### src/design/linear_probe_hash_table_defines.svh
// Assertion shorthands for the hash table RTL.
`ifndef LINEAR_PROBE_HASH_TABLE_DEFINES_SVH
`define LINEAR_PROBE_HASH_TABLE_DEFINES_SVH

// Plain property, disabled while in reset.
`define LPHT_ASSERT(lbl, clk, rst_n, prop, msg) \
  lbl: assert property (@(posedge clk) disable iff (!rst_n) (prop)) else $error(msg);

// Same-cycle implication, disabled while in reset.
`define LPHT_ASSERT_IMP(lbl, clk, rst_n, ante, cons, msg) \
  lbl: assert property (@(posedge clk) disable iff (!rst_n) (ante) |-> (cons)) else $error(msg);

`endif

### src/design/lpht_ram.sv
module lpht_ram #(
  parameter int WIDTH = 8,
  parameter int DEPTH = 64
) (
  input  logic                     clk,
  input  logic                     we,
  input  logic [$clog2(DEPTH)-1:0] waddr,
  input  logic [WIDTH-1:0]         wdata,
  input  logic                     re,
  input  logic [$clog2(DEPTH)-1:0] raddr,
  output logic [WIDTH-1:0]         rdata
);

  logic [WIDTH-1:0] mem [DEPTH];

  always_ff @(posedge clk) begin
    if (we) begin
      mem[waddr] <= wdata;
    end
    if (re) begin
      rdata <= mem[raddr];
    end
  end

endmodule

### config.mk
export PLATFORM = sky130hd
export DESIGN_NAME = lpht_ram
export DESIGN_NICKNAME = d
export VERILOG_FILES = /design/src/design/linear_probe_hash_table_defines.svh /design/src/design/lpht_ram.sv
export SDC_FILE = /design/constraint.sdc
export NUM_CORES = 1
export LEC_CHECK = 0
export ABC_CLOCK_PERIOD_IN_PS = 6700
export BUFFER_PORTS_ARGS = -buffer_cell sky130_fd_sc_hd__clkbuf_2
export CAP_MARGIN = 20
export CORE_MARGIN = 2
export CORE_UTILIZATION = 50
export DETAILED_ROUTE_END_ITERATION = 12
export PLACE_DENSITY = 0.64
export SYNTH_ARGS = -nofsm -noshare
export SYNTH_HDL_FRONTEND = slang
export SYNTH_SLANG_ARGS = --single-unit
### constraint.sdc
create_clock -name clk -period 6.7 [get_ports clk]
set_clock_uncertainty 0.2 [all_clocks]
set_input_delay 0.335 -clock clk [delete_from_list [all_inputs] [get_ports clk]]
set_output_delay 0.335 -clock clk [all_outputs]
set_load 0.01 [all_outputs]
* Word-level counts from Yosys, hierarchy flattened *
Memory sizes are Yosys's and may differ from the RTL's. A register that Yosys moved wholly into a read port is not among the register bits.
Index checks and enable logic that the tools add are counted.

word-level totals
  flip-flop bits (word level) = 0
  memory bits (writable) = 512
  output and inout bits = 8
  memories = 1

operators by class
  muxes and demuxes = 2

memories
  name  words  bits a word  rd ports  clocked after Yosys merged registers in  write ports  line            text
  mem   64     8            1         1                                        1            lpht_ram.sv:14  logic [WIDTH-1:0] mem [DEPTH];

operators by type and width
  operator  count
  $mux W1   2

* Logic depth before layout (Yosys ltp) *
  depth after elaboration = 2
  depth in mapped cells = 9

* Worst setup path after synthesis *
OpenSTA, ideal clock, no wires.

  path kind = input port to flip-flop
  from = input raddr[1]
  to = register rdata[3] (read register of mem) (data pin)
  data arrival time = 1.875 ns
  setup slack = 4.359 ns
  stages = 7
  buffers on the path = 3
  cell sequence = buf_4 buf_2 buf_2 mux4_2 mux4_2 o21ai_1 o41ai_1

RTL lines
  element      line            text
  from (decl)  lpht_ram.sv:10  input logic [$clog2(DEPTH)-1:0] raddr,
  to (decl)    lpht_ram.sv:11  output logic [WIDTH-1:0] rdata

==> metrics.md <==
| Metric | Value |
|---|---|
| Top cells by count, synth | 520 x edfxtp_1, 126 x mux4_2, 83 x nor2_1 |
| Cts repair resizes | 0 |
| Area of placed instances | 20900 µm² |
| GRT Total Usage | 0.210 |
| Fillers | 3000 |
| Max Root-Sink Buffers | 3 |
| Tightest Pin Transition | roughly 1000 ps |
| TritonCTS Buffers | 51 |
| Port buffer count | 30 |
| Startpoint types | input pin |
| Critical-path cell list | buf_4 > buf_4 > mux4_2 > mux2_2 > a221oi_1 > o2bb2ai_1 |
| Vias per inst | ~6.0 |
| H-tree depth | 2 |
| Status | finished, final reports clean |
| Final setup violating endpoints | 0 |
| Leakage Power | ~7 nW |
| Hold Path Cell Cnt | 1 |
| Final Wtd Congestion | 0.800 |
| Post-synth cell types | 39 |
| Syn_area_per_cell | approximately 22 µm² |
| Post-Syn Area | between 20000 and 25000 µm² |
| Crit path buffers/inverters | 2 |
| Seq/Total Area, Yosys | 0.771 |
| CP required | 6820 ps |
| P&R area growth vs syn | 11.2% |
| Drt initial violations | roughly 890 |
| Core Rows | 73 |
| Die Width | approximately 210 µm |
| Reg power frac | 0.541 |
| Starting Density | 0.508 |
| Number of flops mapped to enable cells by yosys | 520 |
| Core Util, Final | 0.565 |
| VDD IR-drop max | ~0.22 mV |
| NetSw | roughly 1.4 mW |
| Final Slew Violations | 0 |
| Detailed Place HPWL | ~25000 µm |
| Grt ovf | 0 |
| Area fraction of the dominant cell type after synthesis | 0.771 |
| YS warnings | 0 |
| Most used DFF post-synth | edfxtp_1 |
| ANT nets after route | 0 |
| Initial antenna violation count | 1 |
| Final Cell Area | 22500 µm² |
| Largest net degree at the start of global routing | 65 |
| Worst hold start | wdata[7] |
| CP Class | input pin to flop |
| Top cell by count, worst path | buf_4 |
| Slowest cell on crit path | buf_4 |
| Achievable Freq | around 340 MHz |
| Cell Int Power | 5.33 mW |
| Sink Count | 520 |
| Hold crit path type | input pin to flop |
| Drt pass-1 iters | 6 |
| TritonCTS clock tree | built |
| Area leader, netlist | edfxtp_1 |
| Combinational fraction of design power | 0.048 |
| Largest delay share family, worst path | buffers and inverters |
| WL/cell | ~27 µm |
| Postcts setup bufs | 0 |
| Combined area of the multi-input logic cells | between 4000 and 5000 µm² |
| Syn_nets | 963 |
| Reg clk slew, reported paths | 60 ps |
| Clock power share | 0.411 |
| Crit-path max cell delay | approximately 700 ps |
| WL final | ~42000 µm |
| Share of layout cells above drive strength 1 | 0.248 |
| Vias in the first global route | about 9600 |
| Sum Neg Setup Slack | 0 ps |
| Via count | about 9400 |
| Final #Nets | between 1000 and 1500 |
| R2r endpoint | rdata[0] |
| Most common cell in the netlist | edfxtp_1 |
| Element type at the critical path end | flop |
| Die H | around 210 µm |
| Root buffer cell | clkbuf_16 |
| Final hold vios | 0 |
| Syn Inst Count | 940 |
| Max-cap viol count | 0 |
| R2R cell count | 5 |
| First-pass GRT wire length | 63300 µm |
| Clock Latency Late Sink | around 580 ps |
| Register area | between 15000 and 20000 µm² |
| Final worst-path cycle share | 0.441 |
| Worst flop-to-flop path startpoint | mem[15][0] |
| RSZ-0062 raised after global routing | no |
| Pwr per Cell Area | 297 nW/µm² |
| DRC | 0 |
| Total die area | ~42000 µm² |
| CP Data Arrival Time | just over 3000 ps |
| Tot Pwr | roughly 6.7 mW |
| #FFs+latches synth | 520 |
| Hold endpoint | mem[12][7] |
| Core area | 39800 µm² |
| Synth area leaders | edfxtp_1 77%, mux4_2 14%, nor2_1 1.5% |
| Boundary Pins | 31 |
| Switching Share | 0.203 |
| Relative slew slack | 0.305 |
| Critical-path maximum fanout | 63 |
| FF-to-FF setup slack | 4340 ps |
| Post-route minimum period | 2960 ps |
| Async SR Flop Fraction | 0 |
| Cts hold-fix bufs | 1 |
[power groups by stage]
stage | clock network (mW) | logic [mW] | registers (mW)
finish | 2.75 | 0.318 | 3.62
floorplan | 0 | 0.192 | 3.68
detailed placement | 0 | 0.321 | 3.69
global route | 2.92 | 0.342 | 3.62
global placement | 0 | 0.318 | 3.69
CTS | 2.80 | 0.322 | 3.62
[cells by family (layout without fill, tap and decap cells)]
family | after synthesis | count (layout) | share of synthesized area
DFF | 520 | 520 | 0.771
muxes | 162 | 162 | 0.159
and+or+nand+nor | 153 | 153 | 0.0337
AOI/OAI and AO/OA | 54 | 54 | 0.0206
buffers and inverters | 51 | 142 | 0.0156
other | 0 | 1 | 0
[worst max path at each step]
stage / from / to / slack, ps / cells past startpoint
floorplan: raddr[1] / rdata[3] / 4360 / 7
global placement: raddr[1] / rdata[1] / 3120 / 6
detailed placement: raddr[1] / rdata[1] / 3100 / 6
CTS: raddr[1] / rdata[1] / 3720 / 6
global route: raddr[1] / rdata[1] / 3650 / 6
finish: raddr[1] / rdata[1] / 3740 / 6
[cells in the final DEF, fill, tap and decap left out, types with 11 or more instances in the layout]
cell type,count
clkbuf_16,53
nand3_1,13
nor2_1,83
mux4_2,126
nor2b_1,14
clkbuf_1,15
mux2i_1,23
mux2_2,13
clkbuf_2,27
edfxtp_1,520
clkinv_1,11
buf_4,18
nand2_1,19
[per-layer routing]
metal	GRT usage	vias up	wire length, µm
met5	0	-	0
met4	0.0753	0	1320
met3	0.0461	80	2870
met2	0.333	328	20500
met1	0.292	4951	17600
li1	-	4048	-
[cell type report]
type	count	share of cell area
tap	525	0.0292
clock buffer	68	0.0614
multi-input combinational	369	0.192
timing repair buffer	48	0.0140
antenna	1	0.000111
clock inverter	26	0.00984
sequential	520	0.694
[worst register-to-register path: stages (launching register included)]
cell	delay (ps)
edfxtp_1	350
mux4_2	500
mux4_2	540
nor2_1	260
nor3_1	120
o2bb2ai_1	140
[registers in the layout (all words and copies together) (netlist names)]
name and flops:
rdata 8, mem 512
[stage by stage]
step,setup WS [ps],instances,hold WS [ps]
6_report,3740,1557,37.8
4_1_cts,3720,1555,69.7
3_3_place_gp,3120,1460,590
2_1_floorplan,4360,940,234
5_1_grt,3650,1557,32.6
3_5_place_dp,3100,1460,585
No activity file was read; power rests on OpenSTA's default activity.
