`config.mk`:
```
export PLATFORM = sky130hd
export DESIGN_NAME = lpht_tag_store
export DESIGN_NICKNAME = d
export VERILOG_FILES = /design/src/design/linear_probe_hash_table_defines.svh /design/src/design/lpht_pkg.sv /design/src/design/lpht_ram.sv /design/src/design/lpht_tag_store.sv
export SDC_FILE = /design/constraint.sdc
export NUM_CORES = 1
export LEC_CHECK = 0
export BUFFER_PORTS_ARGS = -buffer_cell sky130_fd_sc_hd__buf_2
export CAP_MARGIN = 20
export CORE_ASPECT_RATIO = 1.2
export CORE_MARGIN = 2
export CORE_UTILIZATION = 56
export DETAILED_ROUTE_END_ITERATION = 16
export PLACE_DENSITY = 0.85
export SYNTH_ARGS = -nofsm -noshare
export SYNTH_HDL_FRONTEND = slang
export SYNTH_SLANG_ARGS = --single-unit
export TNS_END_PERCENT = 20
```
`constraint.sdc`:
```
create_clock -name clk -period 2 [get_ports clk]
set_input_delay 0.2 -clock clk [delete_from_list [all_inputs] [get_ports clk]]
set_output_delay 0.2 -clock clk [all_outputs]
set_load 0.01 [all_outputs]
```
`src/design/linear_probe_hash_table_defines.svh`:
```
// Assertion shorthands for the hash table RTL.
`ifndef LINEAR_PROBE_HASH_TABLE_DEFINES_SVH
`define LINEAR_PROBE_HASH_TABLE_DEFINES_SVH

// Plain property, disabled while in reset.
`define LPHT_ASSERT(lbl, clk, rst_n, prop, msg) \
  lbl: assert property (@(posedge clk) disable iff (!rst_n) (prop)) else $error(msg);

// Same-cycle implication, disabled while in reset.
`define LPHT_ASSERT_IMP(lbl, clk, rst_n, ante, cons, msg) \
  lbl: assert property (@(posedge clk) disable iff (!rst_n) (ante) |-> (cons)) else $error(msg);

`endif

```
`src/design/lpht_pkg.sv`:
```
package lpht_pkg;

  // SLOTS must be a power of two; slot indexes wrap modulo SLOTS
  localparam int SLOTS       = 64;
  localparam int IDX_W       = $clog2(SLOTS);
  localparam int UCNT_W      = $clog2(SLOTS + 1);
  localparam int KEY_W       = 64;
  localparam int VAL_W       = 64;
  localparam int HASH_W      = 32;
  localparam int START_W     = 7;
  localparam int NEXT_W      = 8;
  localparam int MOD_W       = 32;
  localparam int LIMIT_W     = 6;
  localparam int LIMIT_RESET = 48;
  localparam int APB_DW      = 32;
  localparam int APB_AW      = 3;

  typedef enum logic [1:0] {
    TAG_EMPTY = 2'd0,
    TAG_USED  = 2'd1,
    TAG_TOMB  = 2'd2
  } tag_t;

  typedef enum logic [1:0] {
    ACT_GET  = 2'd0,
    ACT_SET  = 2'd1,
    ACT_DEL  = 2'd2,
    ACT_ITER = 2'd3
  } action_t;

  typedef struct packed {
    logic             rd_en;
    logic [IDX_W-1:0] rd_addr;
    logic             wr_en;
    logic [IDX_W-1:0] wr_addr;
    tag_t             wr_tag;
  } tag_req_t;

endpackage

```
`src/design/lpht_ram.sv`:
```
module lpht_ram #(
  parameter int WIDTH = 8,
  parameter int DEPTH = 64
) (
  input  logic                     clk,
  input  logic                     we,
  input  logic [$clog2(DEPTH)-1:0] waddr,
  input  logic [WIDTH-1:0]         wdata,
  input  logic                     re,
  input  logic [$clog2(DEPTH)-1:0] raddr,
  output logic [WIDTH-1:0]         rdata
);

  logic [WIDTH-1:0] mem [DEPTH];

  always_ff @(posedge clk) begin
    if (we) begin
      mem[waddr] <= wdata;
    end
    if (re) begin
      rdata <= mem[raddr];
    end
  end

endmodule

```
`src/design/lpht_tag_store.sv`:
```
module lpht_tag_store
  import lpht_pkg::*;
(
  input  logic     clk,
  input  logic     rst_n,
  input  tag_req_t req,
  output tag_t     rd_tag
);

  logic [SLOTS-1:0] valid_r;
  logic             valid_q_r;
  logic [1:0]       raw_tag;

  // slots never written since reset read as empty
  always_ff @(posedge clk) begin
    if (!rst_n) begin
      valid_r <= '0;
    end else if (req.wr_en) begin
      valid_r[req.wr_addr] <= 1'b1;
    end
    if (req.rd_en) begin
      valid_q_r <= valid_r[req.rd_addr];
    end
  end

  lpht_ram #(
    .WIDTH ($bits(tag_t)),
    .DEPTH (SLOTS)
  ) u_tag_ram (
    .clk   (clk),
    .we    (req.wr_en),
    .waddr (req.wr_addr),
    .wdata (req.wr_tag),
    .re    (req.rd_en),
    .raddr (req.rd_addr),
    .rdata (raw_tag)
  );

  assign rd_tag = valid_q_r ? tag_t'(raw_tag) : TAG_EMPTY;

endmodule

```
Word-level counts from Yosys, hierarchy flattened. Memories as Yosys holds them, arrays and structs flattened. A register that Yosys moved wholly into a read port is not among the register bits. Index checks and enable logic that the tools add are counted.

Magnitude comparators: 3. Multiplexer cells: 7. Bitwise operators: 1. Reduce and logical (&&, ||, !) cells: 1.

Operator list (count): $or A64 B64 Y64 (1); $lt A6 B7 Y1 const B (2); $bmux W1 S6 (1); $demux W1 S6 (1); $ge A6 B1 Y1 const B (1); $mux W1 (4); $mux W2 (1); $logic_and A1 B1 Y1 (1).

Flip-flop bits (word level): 65. RAM bits: 128. Logic and storage cells: 15. Memories: 1.

Memories: u_tag_ram.mem (depth 64, bits a word 2, read ports 1, clocked after Yosys merged registers in 1, wr ports 1, line lpht_ram.sv:14) `logic [WIDTH-1:0] mem [DEPTH];`.

Depth between registers and ports, before layout. Gate-level depths: netlist of run 1.

Word-level depth: 5. Mapped depth: 8. Gate-level depth less buffers: 5.

Modules after synthesis. From an unflattened synthesis of run 1, not the netlist that was laid out.

Cells, all modules: 607. Area total of the unflattened synthesis: 8326.7 um^2.

By module, submodules not included: lpht_ram (times used 1, cells each 324, area each 5417.7 um^2, seq. area each 3903.7 um^2); lpht_tag_store (times used 1, cells each 283, area each 2909.0 um^2, seq. area each 1311.3 um^2).

Worst setup path after synthesis of run 1. OpenSTA, ideal clock, no wires.

Kind: input to register. Start: input port req[10] (netlist bit). End: register u_tag_ram.rdata[0] (read register of u_tag_ram.mem) (data pin). Library setup time: 256 ps. Data arrival time: 1626 ps. Data required time: 1744 ps. Setup slack: 118 ps. Cell stages on the path: 6. Buffers on the path: 2. Path through: buf_2 > clkbuf_1 > mux4_2 > a2111oi_2 > nor3_1 > a22o_1.

RTL lines: start, declared (line lpht_tag_store.sv:6) `input tag_req_t req,`; end, declared (line lpht_ram.sv:11) `output logic [WIDTH-1:0] rdata`.

==> results.txt, run 1 <==
most frequent cells in the layout = 131 x edfxtp_1, 70 x nor2_1, 64 x o21a_1, 64 x dfxtp_1, 25 x mux4_2
Detail Route met2 WL = 8740 microns
syn nets = 523
hold depth = 1
Final Max Tran Viols = 0
Tmin final = 1.87 ns
post-synthesis cell area = 0.00794 sq mm
Area growth syn-to-layout = 10.9%
top layer in use = met4
first-pass GRT wire length = 26400 microns
later-pin clock latency in the skew report = 0.43 ns
Total GRT Usage = 0.234
Max Cap Viol = 0
initial drt markers = 498
grt total ovfl = 0
WHS = 0.0202 ns
reg2reg start = u_tag_ram.mem[3][0]
FMAX = 535 MHz
Setup CP Type = reg2reg
Pleak = 0.00299 uW
VDD IR max = 0.672 mV
final wirelength = 17200 microns
Hold Buf Count CTS = 0
Hold Crit Class = in2reg
pre-CTS WS = -0.158 ns
CP required = 2.19 ns
Initial Util = 0.575
Die ar. = 0.0152 sq mm
RSZ-0062 raised after global routing = no
wl on met1 = 6650 microns
routed via count = 4641
Worst Hold Path EP = u_tag_ram.rdata[1]
Port Buf Inserts = 19
Netlist cell types = 41
CP endpoint kind = register
Met3 Routed Length = 1260 microns
dpl hpwl = 11400 microns
Worst setup SP type = register
Seq pwr share = 0.540
number of I/O pins = 20
H-tree depth = 4
Die X = 113 microns
vias in the first global route = 4724
Worst-Margin Slew = 0.726 ns
clock sink count = 195
syn avg cell area = 15.7 sq um
NetSw = 1870 uW
status = finished clean
GP Congestion = 0.875
sequential share of the synthesized area = 0.657
fin crit share = 0.934
reg-to-reg slack, setup = 0.13 ns
share of layout cells above drive strength 1 = 0.203
Post-route DRC = 0
Slew headroom = 0.516
Synth async-reset ratio = 0
final worst setup slack = 0.132 ns
Synth top area share = 0.495
height of the chip = 134 microns
drt first pass iters = 5
yosys warns = 0
TritonCTS Buffers = 17
WL/cell = 24.2 microns
ys flop type = edfxtp_1
Clock Path Buffers = 2
Gate power share = 0.056
total setup buffers inserted after CTS = 0
final hold violation count = 0
Final #Nets = 543
largest net degree at the start of global routing = 65
most common cell after layout, fill and taps aside = edfxtp_1
cts repair resizes = 0
FILL cells = 881
area of the multi-input gates = 0.00250 sq mm
FF-to-FF path depth = 5
Sequential Area = 0.00522 sq mm
Worst-path clk slew = 0.07 ns
final setup vio count = 0
antenna violations before repair = 0
worst hold start = req[15]
antenna viol nets, final = 0
Post-synth EDFFs = 131
crit path max fanout = 1
vias per cell = 6.55
Arr. time, crit path = 2.05 ns
CTS tree = yes
clock root buffer = clkbuf_16
register bit count reported by yosys = 195
number of core rows = 47
Mapped Cells = 505
Worst Skew = 0.00572 ns
pwr/cell area = 912 mW/mm^2
clock share of power = 0.404
Pint = 6160 uW
# diodes = 0
reg2reg end = u_tag_ram.rdata[0]
Synth area leaders = edfxtp_1 50%, dfxtp_1 16%, mux4_1 7.3%
switching portion of total power = 0.233
Synth area leader = edfxtp_1
Core Box Area = 0.0138 sq mm
==> worst max-delay path by stage <==
| stage | startpoint | endpoint | slack [ns] |
|---|---|---|---|
| after floorplan | req[10] | u_tag_ram.rdata[0] | 0.12 |
| after global placement | req[9] | valid_q_r | -0.08 |
| after detailed placement | req[9] | valid_q_r | -0.16 |
| after CTS | u_tag_ram.mem[2][0] | u_tag_ram.rdata[0] | 0.01 |
| after global routing | u_tag_ram.mem[1][1] | u_tag_ram.rdata[1] | 0.06 |
| final | u_tag_ram.mem[3][0] | u_tag_ram.rdata[0] | 0.13 |
==> worst max-delay path, stage by stage, from the launching register on <==
cell       delay (ns)
edfxtp_1         0.40
mux4_1           0.52
nor2b_1          0.16
a2111oi_2        0.25
nor3_1           0.08
a22o_1           0.21
==> Yosys cell counts (3+ instances only) <==
| cell type | count |
|---|---|
| edfxtp_1 | 131 |
| nor2_1 | 70 |
| dfxtp_1 | 64 |
| o21a_1 | 64 |
| clkbuf_1 | 25 |
| mux4_2 | 25 |
| mux4_1 | 22 |
| nand3_1 | 10 |
| nand2_1 | 8 |
| mux2i_1 | 7 |
| nor2b_1 | 6 |
| buf_2 | 5 |
| o22ai_1 | 5 |
| or2_2 | 5 |
| nand3b_1 | 4 |
| o221ai_1 | 4 |
| or3b_2 | 4 |
| a21oi_1 | 3 |
| a22oi_1 | 3 |
| a31oi_1 | 3 |
| buf_12 | 3 |
| buf_6 | 3 |
| or3_1 | 3 |
==> state kept, by name (all words and copies together), names as in the netlist <==
| register | count |
|---|---|
| u_tag_ram.rdata | 2 |
| valid_q_r | 1 |
| u_tag_ram.mem | 128 |
| valid_r | 64 |
==> kinds of logic (layout without fill, tap and decap cells) <==
| family | Yosys count | count (layout) | synth area share |
|---|---|---|---|
| DFF | 195 | 195 | 0.657 |
| and+or+nand+nor | 124 | 124 | 0.0737 |
| muxes | 56 | 56 | 0.155 |
| AOI/OAI and AO/OA | 90 | 90 | 0.0852 |
| buffers and inverters | 40 | 73 | 0.0288 |
==> through the flow <==
| stage | cell area (sq um) | setup TNS [ns] | util | std cells | total power (uW) |
|---|---|---|---|---|---|
| global placement | 8240 | -0.201 | 0.596 | 677 | 4850 |
| global route | 8810 | 0 | 0.637 | 709 | 8190 |
| detailed placement | 8240 | -0.380 | 0.596 | 677 | 4870 |
| floorplan | 7940 | 0 | - | 505 | 4710 |
| CTS | 8810 | 0 | 0.637 | 709 | 8040 |
| finish | 8810 | 0 | 0.637 | 709 | 8030 |
==> layout make-up <==
cell class	instances	share of cell area
Sequential cell	195	0.592
Multi-Input combinational cell	270	0.283
Clock buffer	17	0.0483
Timing Repair Buffer	39	0.0350
Tap cell	171	0.0243
Clock inverter	15	0.0159
Inverter	2	0.000853
==> power by group through the flow <==
stage	sequential [uW]	combinational, uW	clock, uW
finish	4340	448	3250
global route	4340	474	3380
floorplan	4420	285	0
CTS	4340	445	3250
global placement	4420	423	0
detailed placement	4430	441	0
==> routing by layer <==
metal | vias up | global-route usage
li1 | 2008 | -
met1 | 2337 | 0.293
met2 | 253 | 0.398
met3 | 43 | 0.0520
met4 | 0 | 0.0955
met5 | - | 0
Power figures use the tool's default switching activity.
==> inputs of run 2 (changes only) <==
- ABC_AREA: default -> 1
==> results.txt, run 2 <==
final wirelength = 19700 microns (was 17200 microns)
post-synthesis mux area share = 0 (was 0.155)
pre-CTS WS = 0.333 ns (was -0.158 ns)
Gate power share = 0.069 (was 0.056)
WL/cell = 17.8 microns (was 24.2 microns)
drt first pass iters = 6 (was 5)
total power = 8200 uW (was 8030 uW)
switching portion of total power = 0.239 (was 0.233)
Synth async-reset ratio = 0 (unchanged)
first-pass GRT wire length = 31000 microns (was 26400 microns)
Final #Nets = 937 (was 543)
FF-to-FF path depth = 8 (was 5)
Hold Buf Count CTS = 0 (unchanged)
share of layout cells above drive strength 1 = 0.0783 (was 0.203)
reg-to-reg slack, setup = 0.62 ns (was 0.13 ns)
Area growth syn-to-layout = 9.80% (was 10.9%)
status = finished clean (unchanged)
Slew headroom = 0.431 (was 0.516)
WHS = 0.0597 ns (was 0.0202 ns)
hold depth = 1 (unchanged)
final setup vio count = 0 (unchanged)
Reg with most FFs = u_tag_ram.mem (unchanged)
simple logic cell fraction of the synthesized area = 0.313 (was 0.0737)
pwr/cell area = 906 mW/mm^2 (was 912 mW/mm^2)
Initial Util = 0.572 (was 0.575)
critical-path cell list = nand2_1 -> nand3_1 -> nand3_1 -> nand2_1 -> nand2_1 -> nand3_1 -> nand3_1 -> nand2_1 (was mux4_1 -> nor2b_1 -> a2111oi_2 -> nor3_1 -> a22o_1)
FMAX = 724 MHz (was 535 MHz)
routed via count = 6459 (was 4641)
setup_tns = 0 ns (unchanged)
Max Cap Viol = 0 (unchanged)
Seq pwr share = 0.529 (was 0.540)
Netlist cell types = 16 (was 41)
Pint = 6240 uW (was 6160 uW)
number of I/O pins = 20 (unchanged)
cts repair resizes = 0 (unchanged)
dpl cell area = 0.00847 sq mm (was 0.00824 sq mm)
crit path max fanout = 1 (unchanged)
most frequent cells in the layout = 252 x nand2_1, 192 x nor2_1, 163 x nand3_1, 131 x edfxtp_1, 64 x dfxtp_1 (was 131 x edfxtp_1, 70 x nor2_1, 64 x o21a_1, 64 x dfxtp_1, 25 x mux4_2)
VDD IR max = 0.550 mV (was 0.672 mV)
most common cell in the netlist = nand2_1 (was edfxtp_1)
later-pin clock latency in the skew report = 0.43 ns (about the same)
yosys warns = 0 (unchanged)
vias in the first global route = 6349 (was 4724)
syn avg cell area = 9.03 sq um (was 15.7 sq um)
clock sink count = 195 (unchanged)
sequential share of the synthesized area = 0.633 (was 0.657)
antenna violations before repair = 1 (was 0)
Clock Path Buffers = 2 (unchanged)
Post-route DRC = 0 (unchanged)
Die ar. = 0.0157 sq mm (was 0.0152 sq mm)
vias per cell = 5.83 (was 6.55)
Synth area leader = edfxtp_1 (unchanged)
Die X = 115 microns (was 113 microns)
CP endpoint kind = register (unchanged)
CP required = 2.19 ns (about the same)
Mapped Cells = 912 (was 505)
dpl hpwl = 11800 microns (was 11400 microns)
FILL cells = 1110 (was 881)
Pleak = 0.00345 uW (was 0.00299 uW)
number of core rows = 48 (was 47)
TritonCTS Buffers = 17 (unchanged)
H-tree depth = 4 (unchanged)
RSZ-0062 raised after global routing = no (unchanged)
Compound-Gate Fraction of Synth Area = 0 (was 0.0853)
final hold violation count = 0 (unchanged)
post-synthesis cell area = 0.00824 sq mm (was 0.00794 sq mm)
Hold Crit Class = in2reg (unchanged)
largest family of logic cells by synthesized area = simple AND/OR/NAND/NOR gates (was multiplexers)
Synth top area share = 0.478 (was 0.495)
Worst-Margin Slew = 0.853 ns (was 0.726 ns)
initial drt markers = 726 (was 498)
adder and majority gate portion of the synthesized area = 0 (unchanged)
Worst setup SP type = register (unchanged)
ys flop type = edfxtp_1 (unchanged)
Setup CP Type = reg2reg (unchanged)
antenna viol nets, final = 0 (unchanged)
Slowest-stage cell, CP = edfxtp_1 (was mux4_1)
total setup buffers inserted after CTS = 0 (unchanged)
height of the chip = 137 microns (was 134 microns)
Total GRT Usage = 0.262 (was 0.234)
largest net degree at the start of global routing = 70 (was 65)
Final Max Tran Viols = 0 (unchanged)
register bit count reported by yosys = 195 (unchanged)
Core Box Area = 0.0144 sq mm (was 0.0138 sq mm)
fin crit share = 0.690 (was 0.934)
worst stage delay on the critical path = 0.38 ns (was 0.52 ns)
GP Congestion = 0.858 (was 0.875)
Worst Skew = 0.00712 ns (was 0.00572 ns)
Post-synth EDFFs = 131 (unchanged)
Port Buf Inserts = 19 (unchanged)
NetSw = 1960 uW (was 1870 uW)
most common cell after layout, fill and taps aside = nand2_1 (was edfxtp_1)
max reg flops = 128 (unchanged)
Tmin final = 1.38 ns (was 1.87 ns)
final worst setup slack = 0.620 ns (was 0.132 ns)
xor/xnor share of the synthesized area = 0 (unchanged)
Arr. time, crit path = 1.57 ns (was 2.05 ns)
clock root buffer = clkbuf_16 (unchanged)
grt total ovfl = 0 (unchanged)
Synth area leaders = edfxtp_1 48%, dfxtp_1 16%, nand2_1 11% (was edfxtp_1 50%, dfxtp_1 16%, mux4_1 7.3%)
design area = 0.00904 sq mm (was 0.00881 sq mm)
biggest regs = u_tag_ram.mem: 128 flops, valid_r: 64 flops, u_tag_ram.rdata: 2 flops (unchanged)
syn nets = 930 (was 523)
CTS tree = yes (unchanged)
clock share of power = 0.402 (was 0.404)
Worst-path clk slew = 0.07 ns (about the same)
Commonest cells post-synth = 252 x nand2_1, 192 x nor2_1, 163 x nand3_1, 131 x edfxtp_1, 64 x dfxtp_1 (was 131 x edfxtp_1, 70 x nor2_1, 64 x dfxtp_1, 64 x o21a_1)
-- run 2: changes by cell type after synthesis, sizes merged, moves of 5 or more --
cell / before / now
mux4: 47 / 0
o22ai: 5 / 0
nand2: 8 / 252
mux2i: 7 / 0
or2: 7 / 0
inv: 2 / 47
nor2: 70 / 194
nand3: 10 / 163
clkbuf: 26 / 9
o21a: 64 / 0
buf: 12 / 36
nor2b: 6 / 0
nor3: 2 / 16
-- run 2: path summary, 6_finish.rpt --
path | from | end
max | u_tag_ram.mem[51][0] | u_tag_ram.rdata[0]
min | req[15] | valid_q_r
max reg2reg | u_tag_ram.mem[51][0] | u_tag_ram.rdata[0]
min reg2reg | valid_r[16] | valid_r[16]
-- run 2: layout make-up --
type / instances / area [sq um] / area share
antenna: 1 / 2.50 / 0.000277
clock buffer: 17 / 425 / 0.0470
clock inverter: 15 / 149 / 0.0165
inverter: 47 / 179 / 0.0198
multi-input combinational: 625 / 2580 / 0.285
sequential: 195 / 5220 / 0.577
tap: 175 / 219 / 0.0242
timing repair buffer: 33 / 275 / 0.0304
-- run 2: critical path: cells and delay by family (launching register included) --
family | cells | cell delay [ns]
AND/OR/NAND/NOR | 8 | 0.76
flip-flops | 1 | 0.38
-- run 2: power by group through the flow --
stage               Clock, uW  Combinational, uW  Sequential [uW]
floorplan                   0                345             4430
global placement            0                536             4430
detailed placement          0                545             4430
CTS                      3320                552             4340
global route             3460                612             4340
finish                   3300                562             4340
-- run 2: stage by stage --
stage | std cells | util
final | 1108 | 0.628
after global routing | 1107 | 0.627
after CTS | 1107 | 0.627
after detailed placement | 1075 | 0.588
after global placement | 1075 | 0.588
after floorplan | 912 | -
-- run 2: kinds of logic after synthesis --
family        after synthesis
flops                     195
buf+inv                    92
simple gates              625
-- run 2: routing by layer --
layer / vias to the layer above / wire length [microns] / global-route usage
met5: - / 0 / 0
met4: 0 / 981 / 0.148
met3: 90 / 1610 / 0.0549
met2: 344 / 9810 / 0.449
met1: 3023 / 7280 / 0.306
li1: 3002 / - / -
==> inputs of run 3 (changes only) <==
- ABC_AREA: 1 -> 0
- clock period: 2 -> 1.2 ns (I/O delays scaled with it)
==> results.txt, run 3 (synthesized netlist as in run 1, its figures left out) <==
status = complete, but fails checks (was finished clean)
failing checks = setup timing
FILL cells = 786 (was 1110)
final hold violation count = 0 (unchanged)
fin crit share = 1.55 (was 0.690)
Initial Util = 0.575 (was 0.572)
Reg with most FFs = u_tag_ram.mem (unchanged)
worst stage delay on the critical path = 0.51 ns (was 0.38 ns)
Tmin final = 1.86 ns (was 1.38 ns)
max reg flops = 128 (unchanged)
antenna viol nets, final = 0 (unchanged)
reg-to-reg slack, setup = -0.66 ns (was 0.62 ns)
pwr/cell area = 1420 mW/mm^2 (was 906 mW/mm^2)
crit path max fanout = 1 (unchanged)
VDD IR max = 1.29 mV (was 0.550 mV)
biggest regs = u_tag_ram.mem: 128 flops, valid_r: 64 flops, u_tag_ram.rdata: 2 flops (unchanged)
Worst setup SP type = register (unchanged)
Core Box Area = 0.0138 sq mm (was 0.0144 sq mm)
placed cell count = 775 (was 1075)
area of the multi-input gates = 0.00262 sq mm (was 0.00258 sq mm)
vias per cell = 6.32 (was 5.83)
global route hottest layer = met2 (unchanged)
most frequent cells in the layout = 131 x edfxtp_1, 110 x buf_4, 64 x o21a_1, 62 x dfxtp_1, 54 x nor2_1 (was 252 x nand2_1, 192 x nor2_1, 163 x nand3_1, 131 x edfxtp_1, 64 x dfxtp_1)
Die ar. = 0.0152 sq mm (was 0.0157 sq mm)
Total GRT Usage = 0.264 (was 0.262)
Port Buf Inserts = 19 (unchanged)
Pleak = 0.00354 uW (was 0.00345 uW)
clock root buffer = clkbuf_16 (unchanged)
Slowest-stage cell, CP = mux4_2 (was edfxtp_1)
Sequential Area = 0.00522 sq mm (about the same)
# diodes = 0 (was 1)
Finished Layout Cells = 810 (was 1108)
Hold Crit Class = in2reg (unchanged)
hold depth = 3 (was 1)
WL/cell = 23.8 microns (was 17.8 microns)
initial drt markers = 463 (was 726)
met2 Use GR = 0.436 (was 0.449)
Worst Skew = 0.0144 ns (was 0.00712 ns)
later-pin clock latency in the skew report = 0.44 ns (was 0.43 ns)
H-tree depth = 4 (unchanged)
reg2reg start = u_tag_ram.mem[4][1] (was u_tag_ram.mem[51][0])
CP Launch Point = u_tag_ram.mem[4][1] (was u_tag_ram.mem[51][0])
design area = 0.00979 sq mm (was 0.00904 sq mm)
worst hold start = rst_n (was req[15])
Post-route DRC = 0 (unchanged)
reg2reg end = u_tag_ram.rdata[1] (was u_tag_ram.rdata[0])
number of core rows = 47 (was 48)
Final #Nets = 644 (was 937)
RSZ-0062 raised after global routing = yes (was no)
clock sink count = 195 (unchanged)
FMAX = 538 MHz (was 724 MHz)
dpl cell area = 0.00909 sq mm (was 0.00847 sq mm)
largest net degree at the start of global routing = 65 (was 70)
FF-to-FF path depth = 4 (was 8)
number of I/O pins = 20 (unchanged)
Setup CP Type = reg2reg (unchanged)
Max Cap Viol = 0 (unchanged)
routed via count = 5119 (was 6459)
first-pass GRT wire length = 29200 microns (was 31000 microns)
CTS tree = yes (unchanged)
CP endpoint kind = register (unchanged)
CP required = 1.38 ns (was 2.19 ns)
Final Max Tran Viols = 0 (unchanged)
dpl hpwl = 12700 microns (was 11800 microns)
share of layout cells above drive strength 1 = 0.368 (was 0.0783)
Die X = 113 microns (was 115 microns)
TritonCTS Buffers = 17 (unchanged)
antenna violations before repair = 0 (was 1)
met3 Track Usage GR = 0.0628 (was 0.0549)
Arr. time, crit path = 2.03 ns (was 1.57 ns)
critical-path cell list = mux4_2 -> a2111oi_4 -> nor3_1 -> a22o_1 (was nand2_1 -> nand3_1 -> nand3_1 -> nand2_1 -> nand2_1 -> nand3_1 -> nand3_1 -> nand2_1)
most common cell after layout, fill and taps aside = edfxtp_1 (was nand2_1)
Worst-Margin Slew = 1.06 ns (was 0.853 ns)
Area growth syn-to-layout = 23.2% (was 9.80%)
Worst-path clk slew = 0.07 ns (about the same)
Clock Path Buffers = 2 (unchanged)
Worst Hold Path EP = valid_r[31] (was valid_q_r)
GP Congestion = 0.889 (was 0.858)
vias in the first global route = 5236 (was 6349)
GRT met1 Usage = 0.322 (was 0.306)
final worst setup slack = -0.658 ns (was 0.620 ns)
final wirelength = 19200 microns (was 19700 microns)
Slew headroom = 0.292 (was 0.431)
drt first pass iters = 7 (was 6)
height of the chip = 134 microns (was 137 microns)
grt total ovfl = 0 (unchanged)
Final Util = 0.708 (was 0.628)
final setup vio count = 7 (was 0)
==> run 3: metrics by stage <==
| step | TNS [ns] | setup slack, ns | total power (uW) | hold slack (ns) |
|---|---|---|---|---|
| after floorplan | -21.37 | -0.539 | 7880 | 0.219 |
| after global placement | -49.94 | -0.748 | 8210 | 0.380 |
| after detailed placement | -70.44 | -0.897 | 8250 | 0.370 |
| after CTS | -1.84 | -0.671 | 13800 | 0.179 |
| after global routing | -1.99 | -0.672 | 14100 | 0.190 |
| final | -1.84 | -0.658 | 13900 | 0.177 |
==> run 3: report_power, final <==
part | total (uW) | switching (uW) | internal [uW]
clock | 5690 | 2370 | 3320
sequential | 7230 | 19.9 | 7210
combinational | 925 | 515 | 409
total | 13900 | 2910 | 10900
==> run 3: final cells by class <==
class,instances,area share
Multi-Input combinational cell,270,0.267
Tap cell,171,0.0219
Clock inverter,6,0.00332
Sequential cell,195,0.533
Clock buffer,26,0.0588
Timing Repair Buffer,140,0.115
Inverter,2,0.000767
==> run 3: worst max path at each step <==
stage	end	slack [ns]
4_1_cts	u_tag_ram.rdata[1]	-0.67
5_1_grt	u_tag_ram.rdata[1]	-0.67
3_5_place_dp	u_tag_ram.rdata[1]	-0.90
2_1_floorplan	u_tag_ram.rdata[0]	-0.54
6_report	u_tag_ram.rdata[1]	-0.66
3_3_place_gp	u_tag_ram.rdata[1]	-0.75
==> run 3: routing by layer <==
metal,vias to the layer above,wire length (microns)
met2,273,9780
met3,64,1360
met1,2588,7240
met5,-,0
met4,0,870
li1,2194,-
==> run 3: critical path: cells and delay by family, from the launching register on <==
| family | cells | cell delay [ns] |
|---|---|---|
| compound gates | 2 | 0.62 |
| mux | 1 | 0.51 |
| flops | 1 | 0.39 |
| simple gates | 1 | 0.08 |
==> run 3: repair_timing <==
action / 4_1_cts / 5_1_grt
hold buffers: 1 / 1
pin swaps: 7 / 3
setup endpoints to repair: 11 / 22
cloned: 0 / 0
gates resized for setup: 8 / 9
buffers inserted: 0 / 0
hold endpoints to repair: 3 / 3
